File: src/spq_pkg.sv
// Shared types and constants for the sorted max priority queue.
`default_nettype none

package spq_pkg;

	// Default number of cells in the chain
	localparam int unsigned CAPACITY_DEF = 128;

	// Width of the reported count field
	localparam int unsigned COUNT_OUT_W = 8;

	// Value returned by pop or peek on an empty queue
	localparam logic signed [31:0] EMPTY_VALUE = -32'sd1;

	// Operation codes
	typedef enum logic [1:0] {
		FUNC_PUSH = 2'd0,
		FUNC_POP  = 2'd1,
		FUNC_PEEK = 2'd2,
		FUNC_NOP  = 2'd3
	} func_t;

	// Status codes
	typedef enum logic [1:0] {
		STATUS_OK    = 2'd0,
		STATUS_FULL  = 2'd1,
		STATUS_EMPTY = 2'd2
	} status_t;

	// Request transaction
	typedef struct packed {
		func_t              func;
		logic signed [31:0] value;
	} req_t;

	// Result transaction
	typedef struct packed {
		logic signed [31:0]     result_value;
		status_t                status;
		logic [COUNT_OUT_W-1:0] count_after;
	} rsp_t;

	// Broadcast control from the sequencer to every cell
	typedef struct packed {
		logic               push;
		logic               pop;
		logic signed [31:0] value;
	} cell_ctl_t;

endpackage

`default_nettype wire

File: src/spq_cell.sv
// One compare-and-shift cell of the sorted chain.
`default_nettype none

module spq_cell (
	input  wire logic                      clk,
	input  wire spq_pkg::cell_ctl_t        ctl,
	input  wire logic                      occupied,
	input  wire logic                      left_ge,
	input  wire logic signed [31:0]        left_entry,
	input  wire logic signed [31:0]        right_entry,
	output logic                           ge,
	output logic signed [31:0]             entry
);
	import spq_pkg::*;

	logic signed [31:0] entry_q;

	// Stored entry stays ahead of the new value when greater or equal
	assign ge    = occupied && (entry_q >= ctl.value);
	assign entry = entry_q;

	// Push: keep, take the new value, or take the left neighbour; pop: take the right one
	always_ff @(posedge clk) begin
		if (ctl.push) begin
			if (!ge) begin
				entry_q <= left_ge ? ctl.value : left_entry;
			end
		end else if (ctl.pop) begin
			entry_q <= right_entry;
		end
	end

endmodule

`default_nettype wire

File: config.mk
export PLATFORM = sky130hd
export DESIGN_NAME = spq_cell
export DESIGN_NICKNAME = d
export VERILOG_FILES = /design/src/spq_pkg.sv /design/src/spq_cell.sv
export SDC_FILE = /design/constraint.sdc
export NUM_CORES = 1
export LEC_CHECK = 0
export BUFFER_PORTS_ARGS = -buffer_cell sky130_fd_sc_hd__clkbuf_2
export CAP_MARGIN = 20
export CORE_AREA = 2 2 81 83
export DETAILED_ROUTE_END_ITERATION = 8
export DIE_AREA = 0 0 83 85
export GPL_ROUTABILITY_DRIVEN = 0
export PLACE_DENSITY_LB_ADDON = 0.25
export REMOVE_ABC_BUFFERS = 1
export SETUP_SLACK_MARGIN = 0.5
export SYNTH_ARGS = -nofsm -noshare
export SYNTH_HDL_FRONTEND = slang
export SYNTH_SLANG_ARGS = --single-unit
export TNS_END_PERCENT = 10
File: constraint.sdc
create_clock -name clk -period 3.5 [get_ports clk]
set_clock_uncertainty 0.05 [all_clocks]
set_input_delay 0.7 -clock clk [delete_from_list [all_inputs] [get_ports clk]]
set_output_delay 0.7 -clock clk [all_outputs]
set_load 0.1 [all_outputs]
==> results.ini, run 1 <==
[synth]
synth-seq-area-share_pct = 38.8
ys_types = 33
netlist.area_leader.share_pct = 38.8
synth_seq_cells = 32
async_reset_ff_share_pct = 0
yosysWarnings = 0
yosys-top-cells-count = a21oi_1, nor2_1
avgSynthCellArea_um2 = 9.64
yosysMostFrequentCell = a21oi_1
synth-edff-count = 32
ys.flop_type = edfxtp_1
synth_area_leaders = edfxtp_1, ha_1, mux2i_1
synth_area_um2 = 2480
postSynthCellCount = 257
synth_top_area_cell = edfxtp_1

[clock_network]
clockRootBuffer = clkbuf_8
h-tree-depth = 2
clk_pin_slew_ps = 70
cts_made_buffers = 5
ctsLongestPathBuffers = 2
cts_tree = built
cts_sinks = 32
worstSkewPairLatency_ps = 280
cts_hold_buffers = 0

[grt]
grt_pass1_wl_um = 9740
overflow = 0
track_usage_pct = 17.0
grt_max_degree = 37
grt_pass1_vias = 2225
antenna_found_initial = 0

[setup_path]
max_stage_delay_ps = 340
cp.depth = 10
crit_slowest_cell = nor4b_4
worst-path-buf-inv = 3
critPathKind = in2out
worstPathCellList = clkbuf_2 -> inv_2 -> ha_4 -> nand4_1 -> nor4b_4 -> nand2_1 -> o31ai_4 -> nor3b_4 -> nor3b_2 -> buf_12
cp-start-kind = input pin
critPathArrivalTime_ps = 2610
critPathRequiredTime_ps = 2750
r2r_cells = 9
critPathMaxFanout = 2
critPathTopFamily = simple AND/OR/NAND/NOR gates
crit_path_end_kind = output pin

[timing]
max_freq_ghz = 0.297
fin_crit_sh_pct = 96.1
drv_slew = 0
max-slew-margin-rel_pct = 59.7
setup_slack_ps = 137
post-route-min-period_ps = 3360
worstMarginPinSlew_ps = 604
hold_slack_ps = 687
grt_setup_unrepaired = true
setup_violations = 0
hold_viol = 0
fin_setup_tns_ps = 0

[detailed_routing]
wl_per_cell_um = 13.3
drc = 0
num_vias = 2322
drt_iter0_markers = 36
viasPerCell = 4.92
routed_wl_um = 6280
antenna_left = 0
first_pass_iters = 4

[layout]
utilization_pct = 58.1
drive_gt1_share_pct = 45.1
antenna_cells = 0
largest_reg_flops = 32
nFillCells = 552
nets = 528
area_growth_pct = 45.4

[placed_design]
place_hpwl_um = 4800
port_buffers = 133
dp_slack_ps = 89.5

[run_status]
status = finished clean

[run]
max-cap-violations = 0

[min_path]
hold_path.class = in2reg
min_path_cells = 3

[power]
leakagePower_nw = 1.81
vdd_drop_max_v = 0.000308
powerDensity_nw_per_um2 = 407
total_power_mw = 1.46

[floorplanning]
die_x_um = 83
die_area_um2 = 7060
coreArea_um2 = 6200
io_pins = 134
start_util_pct = 39.9
num_rows = 29
die_h_um = 85

timing repair:
item	4_1_cts	5_1_grt
buffers inserted	2	3
endpoints found under the setup margin	1	1
pin swaps	8	18
gates resized for setup	10	31
worst reg2reg max path: stages, from the launching register on:
cell      delay (ps)
edfxtp_1         450
ha_4             300
nand4_1          160
nor4b_4          360
nand2_1          140
o31ai_4          280
nor3b_4           80
buf_4            140
o32a_2           380
buf_4            230
worst paths after layout:
| path | startpoint | endpoint | slack, ps |
|---|---|---|---|
| worst min register to register | entry[31]$_DFFE_PP_ | entry[22]$_DFFE_PP_ | 1500 |
| worst min-delay path | right_entry[22] | entry[22]$_DFFE_PP_ | 690 |
| worst max register to register | entry[29]$_DFFE_PP_ | entry[19]$_DFFE_PP_ | 670 |
| worst max-delay path | ctl[18] | ge | 140 |
per-stage QoR:
step | instance area, µm² | cells
2_1_floorplan | 2430 | 246
3_3_place_gp | 3240 | 460
3_5_place_dp | 3240 | 460
4_1_cts | 3400 | 469
5_1_grt | 3600 | 472
6_report | 3600 | 472
cell usage in the layout (no fill, tap or decap), drive strengths merged, types with 2 or more instances in the layout:
cell    count
clkbuf    129
a21oi      44
nor2       33
mux2i      32
edfxtp     32
inv        32
ha         32
buf        19
nand2       8
nand4       4
o21ai       4
and4        3
a211oi      3
nor2b       2
nand3       2
a21o        2
o31ai       2
nor3b       2
metal layers:
layer  track usage (%)  up-vias  routed length, µm
li1                  -     1191                  -
met1              20.0     1036               2630
met2              30.6       93               3130
met3              5.45        2                492
met4              3.58        0                 26
met5                 0        -                  0
final cells by class:
type / instances / area [µm²] / area share [%]
Clock buffer: 6 / 72.6 / 2.01
Clock inverter: 1 / 5.00 / 0.139
Inverter: 32 / 123 / 3.40
Multi-Input combinational cell: 182 / 1540 / 42.7
Sequential cell: 32 / 961 / 26.7
Tap cell: 77 / 96.3 / 2.67
Timing Repair Buffer: 142 / 808 / 22.4
cell families after synthesis:
family	after synthesis	share of synthesized area, %
and+or+nand+nor	59	11.7
buffers and inverters	43	6.67
AOI/OAI and AO/OA	59	13.8
DFF	32	38.8
adders and majority gates	32	16.2
muxes	32	12.9
power breakdown:
group	switching, mW	internal [mW]	leakage [nW]	total (mW)
clock	0.134	0.135	0.0410	0.269
combinational	0.483	0.204	1.45	0.688
sequential	0.0299	0.478	0.313	0.508
total	0.647	0.817	1.81	1.46
Note: power is estimated with default switching activity, not from simulation.
==> inputs of run 2 (changes only) <==
CELL_PAD_IN_SITES_DETAIL_PLACEMENT = 1   (was not set)
CELL_PAD_IN_SITES_GLOBAL_PLACEMENT = 1   (was not set)
CORE_AREA = 2 2 96 98   (was 2 2 81 83)
DIE_AREA = 0 0 98 100   (was 0 0 83 85)
==> run 2 against run 1 <==
Combinational power fell by 0.6%. Cell count rose by 6.6%. Critical path depth did not move. Die area rose by 39%. Global-route usage fell by 2.8 points. Non-clock buffer count fell by 3. Hold slack got worse by 5.9 ps. Sequential cell count did not move. Setup slack improved by 42 ps. Sequential power barely moved. Maximum frequency rose by 1.3%. Clock power barely moved. Critical endpoint unchanged. Largest cell class unchanged.
==> results.ini, run 2 (synthesis gave the netlist of run 1 again) <==
[setup_path]
critPathArrivalTime_ps = 2570
cp-start-kind = input pin
r2r-end = entry[10]$_DFFE_PP_
critPathMaxFanout = 2
critPathRequiredTime_ps = 2750
setup.worst_path.end = ge
critPathLaunch = ctl[30]
r2r_cells = 9
r2r_setup_slack_ps = 700
crit_path_end_kind = output pin
r2r_start = entry[27]$_DFFE_PP_
critPathKind = in2out

[timing]
post-route-min-period_ps = 3320
drv_slew = 0
worstMarginPinSlew_ps = 562
max_freq_ghz = 0.301
grt_setup_unrepaired = true
fin_setup_tns_ps = 0
hold_viol = 0
max-slew-margin-rel_pct = 62.5
fin_crit_sh_pct = 94.9
setup_violations = 0

[detailed_routing]
num_vias = 2362
first_pass_iters = 4
drc = 0
viasPerCell = 4.70
drt_iter0_markers = 29
routed_wl_um = 7170
antenna_left = 0
wl_per_cell_um = 14.2

[min_path]
min_path_cells = 3
hold_path.class = in2reg

[clock_network]
cts_made_buffers = 5
cts_sinks = 32
h-tree-depth = 2
clk_pin_slew_ps = 60
worstSkewPairLatency_ps = 280
cts_tree = built
clockRootBuffer = clkbuf_8
ctsLongestPathBuffers = 2

[layout]
final_cells = 503
area_growth_pct = 44.5
final_cell_mix = clkbuf_2, a21oi_1, nor2_1
final_common_cell = clkbuf_2
nets = 525
drive_gt1_share_pct = 43.6
antenna_cells = 0
largest_reg_flops = 32

[power]
leakagePower_nw = 1.79
total_power_mw = 1.46
vdd_drop_max_v = 0.000165
powerDensity_nw_per_um2 = 409

[placed_design]
placedCellCount = 494
port_buffers = 133
place_hpwl_um = 5630

[grt]
grt_pass1_vias = 2383
grt_pass1_wl_um = 11100
track_usage_pct = 14.3
grt_max_degree = 53
overflow = 0
antenna_found_initial = 0

[floorplanning]
io_pins = 134
coreArea_um2 = 8890
die_area_um2 = 9800
die_x_um = 98
num_rows = 35
start_util_pct = 27.9
die_h_um = 100

[run]
max-cap-violations = 0

[run_status]
status = finished clean

## run 2: report_power, final
part | internal [mW] | switching (mW) | total (mW)
Sequential | 0.478 | 0.0294 | 0.507
Clock | 0.135 | 0.137 | 0.272
Combinational | 0.197 | 0.487 | 0.684
Total | 0.810 | 0.653 | 1.46
## run 2: through the flow
stage / utilization [%] / setup WS [ps] / cell area (µm²) / hold WS, ps
after global placement: 37.1 / 98.4 / 3300 / 968
final: 40.3 / 179 / 3580 / 681
after floorplan: - / -1590 / 2430 / 857
after global routing: 40.3 / 60.4 / 3580 / 684
after detailed placement: 37.1 / 24.5 / 3300 / 976
after CTS: 38.6 / 191 / 3430 / 676
## run 2: per-layer routing
metal  routed length [µm]  GRT usage [%]  vias up
met4                   57           3.95        0
li1                     -              -     1188
met2                 3550           24.9       81
met5                    0              0        -
met3                  604           4.74        5
met1                 2950           16.8     1088
## run 2: worst max-delay path: stages
cell,delay [ps]
clkbuf_2,110
inv_1,70
ha_4,260
nand4_1,170
nor4b_4,300
nand2_1,110
o31ai_2,270
nor3b_2,100
nor3b_2,260
buf_12,210
## run 2: layout make-up
cell class                      count  area, µm²
Timing Repair Buffer              139        769
Sequential cell                    32        961
Inverter                           32        123
Fill cell                        1076       5310
Multi-Input combinational cell    182       1510
Clock buffer                        6       72.6
Clock inverter                      1       5.00
Tap cell                          111        139
## run 2: what timing repair did
item,4_1_cts,5_1_grt
hold buffers,0,0
setup endpoints to repair,1,1
buffers inserted,0,2
gates resized for setup,7,24
pin swaps,8,12
gates cloned,0,0
## run 2: worst min path at each step
stage | startpoint | to | slack (ps)
finish | right_entry[21] | entry[21]$_DFFE_PP_ | 680
global route | right_entry[24] | entry[24]$_DFFE_PP_ | 680
CTS | right_entry[24] | entry[24]$_DFFE_PP_ | 680
detailed placement | right_entry[21] | entry[21]$_DFFE_PP_ | 980
global placement | right_entry[27] | entry[27]$_DFFE_PP_ | 970
floorplan | ctl[33] | entry[0]$_DFFE_PP_ | 860
==> inputs of run 3 (changes only) <==
CORE_AREA = 8 8 102 104   (was 2 2 96 98)
DIE_AREA = 0 0 110 112   (was 0 0 98 100)
PLACE_DENSITY = 0.74   (was not set)
PLACE_DENSITY_LB_ADDON = not set   (was 0.25)
==> run 3 against run 2 <==
First-iteration DRC count up 76%. Die area up 26%. Sequential power about the same. Setup slack better by 4.5 ps. Register-to-register slack worse by 60 ps. Critical path type unchanged. Critical endpoint unchanged. Largest power group unchanged.
==> results.ini, run 3 (synthesis gave the netlist of run 1 again) <==
[setup_path]
critPathMaxFanout = 3
crit_top_cell = nor3b_2
critPathArrivalTime_ps = 2570
worstPathCellList = clkbuf_2 -> inv_1 -> ha_1 -> and4_4 -> a211oi_2 -> o21ai_1 -> o31ai_2 -> nor3b_2 -> nor3b_2 -> buf_4 -> buf_12
r2r_setup_slack_ps = 640
r2r_cells = 9
critPathRequiredTime_ps = 2750
crit_path_end_kind = output pin
cp-start-kind = input pin
max_stage_delay_ps = 310
r2r_start = entry[14]$_DFFE_PP_
r2r-end = entry[18]$_DFFE_PP_
crit_slowest_cell = ha_1
critPathKind = in2out

[timing]
max_freq_ghz = 0.302
setup_violations = 0
max-slew-margin-rel_pct = 58.1
post-route-min-period_ps = 3320
grt_setup_unrepaired = true
fin_crit_sh_pct = 94.7
drv_slew = 0
worstMarginPinSlew_ps = 629
hold_viol = 0

[run]
max-cap-violations = 0

[detailed_routing]
met2WireLength_um = 4230
drt_iter0_markers = 51
antenna_left = 0
wl_met3_um = 709
drc = 0
wl_per_cell_um = 16.3
wl_met1_um = 3220
first_pass_iters = 4
routed_wl_um = 8230
viasPerCell = 4.72
num_vias = 2378
top_layer_used = met4

[layout]
drive_gt1_share_pct = 45.8
final_common_cell = clkbuf_2
fin_area_um2 = 3670
area_growth_pct = 48.1
antenna_cells = 0
final_cell_mix = clkbuf_2, a21oi_1, nor2_1
final_cells = 504
nFillCells = 1055
largest_reg_flops = 32
nets = 528

[power]
pwr-share-clk_pct = 17.6
switchingPower_mw = 0.654
combPwrFrac_pct = 47.8
intPower_mw = 0.816
p_sw_share_pct = 44.5
power_frac_seq_pct = 34.6
leakagePower_nw = 1.81
powerDensity_nw_per_um2 = 401
vdd_drop_max_v = 0.000139

[grt]
overflow = 0
grt_pass1_vias = 2785
track_usage_pct = 13.4
grt_max_degree = 65
antenna_found_initial = 0
grt_pass1_wl_um = 13100

[min_path]
min_to = entry[24]$_DFFE_PP_
hold_start = right_entry[24]
min_path_cells = 3
hold_path.class = in2reg

[clock_network]
clockRootBuffer = clkbuf_8
worstSkewPairLatency_ps = 280
h-tree-depth = 2
cts_tree = built
clk_pin_slew_ps = 70
ctsLongestPathBuffers = 2
cts_made_buffers = 5
cts_sinks = 32

[floorplanning]
die_x_um = 110
die_h_um = 112
num_rows = 35
coreArea_um2 = 8890
die_area_um2 = 12300
start_util_pct = 27.9
io_pins = 134

[placed_design]
placedCellCount = 493
place_hpwl_um = 6660
placed_area_um2 = 3290
port_buffers = 133

[run_status]
status = finished clean

-- run 3: changes by cell type in the layout (fill, tap and decap cells not counted), sizes merged --
cell,before,now
buf,12,20
clkbuf,133,127
clkinv,1,0
-- run 3: how the worst max path moves through the flow --
stage / startpoint / end / slack [ps] / cells past startpoint
after floorplan: entry[14]$_DFFE_PP_ / ge / -1590 / 7
after global placement: ctl[14] / entry[21]$_DFFE_PP_ / 140 / 9
final: ctl[14] / ge / 180 / 11
after detailed placement: ctl[23] / ge / 20 / 11
after CTS: ctl[25] / ge / 90 / 11
after global routing: ctl[14] / ge / 40 / 11
-- run 3: power groups by stage --
stage / Clock (mW) / Combinational (mW) / Sequential (mW)
2_1_floorplan: 0 / 0.175 / 0.799
4_1_cts: 0.270 / 0.681 / 0.504
3_5_place_dp: 0 / 0.658 / 0.510
3_3_place_gp: 0 / 0.646 / 0.506
5_1_grt: 0.283 / 0.761 / 0.514
6_report: 0.258 / 0.703 / 0.509
-- run 3: metal layers --
layer,GRT usage (%),vias to the layer above
met1,14.3,1105
li1,-,1192
met3,4.39,5
met2,24.4,76
met5,0,-
met4,2.97,0
-- run 3: per-stage QoR --
step | setup WS [ps] | TNS (ps) | util, % | hold WS, ps | power (mW)
after floorplan | -1590 | -5190 | - | 857 | 0.974
after global placement | 144 | 0 | 37.0 | 975 | 1.15
after detailed placement | 16.8 | 0 | 37.0 | 980 | 1.17
after CTS | 94.6 | 0 | 39.0 | 684 | 1.46
after global routing | 43.6 | 0 | 41.3 | 701 | 1.56
final | 184 | 0 | 41.3 | 691 | 1.47
-- run 3: what timing repair did --
item / CTS / global route
buffers inserted: 3 / 3
setup endpoints to repair: 33 / 33
pin swaps: 10 / 20
resized for setup: 10 / 37
cloned: 0 / 0
hold buffers: 0 / 0
-- run 3: critical path: cells and delay by family --
family          cells  cell delay, ps
buf+inv             4             420
compound gates      3             570
simple gates        3             560
fa+ha+maj           1             310
-- run 3: layout make-up --
class / count / area (µm²) / area share (%)
Multi-Input combinational cell: 182 / 1550 / 42.2
Clock buffer: 5 / 68.8 / 1.88
Inverter: 32 / 128 / 3.48
Sequential cell: 32 / 961 / 26.2
Tap cell: 111 / 139 / 3.79
Timing Repair Buffer: 142 / 825 / 22.5
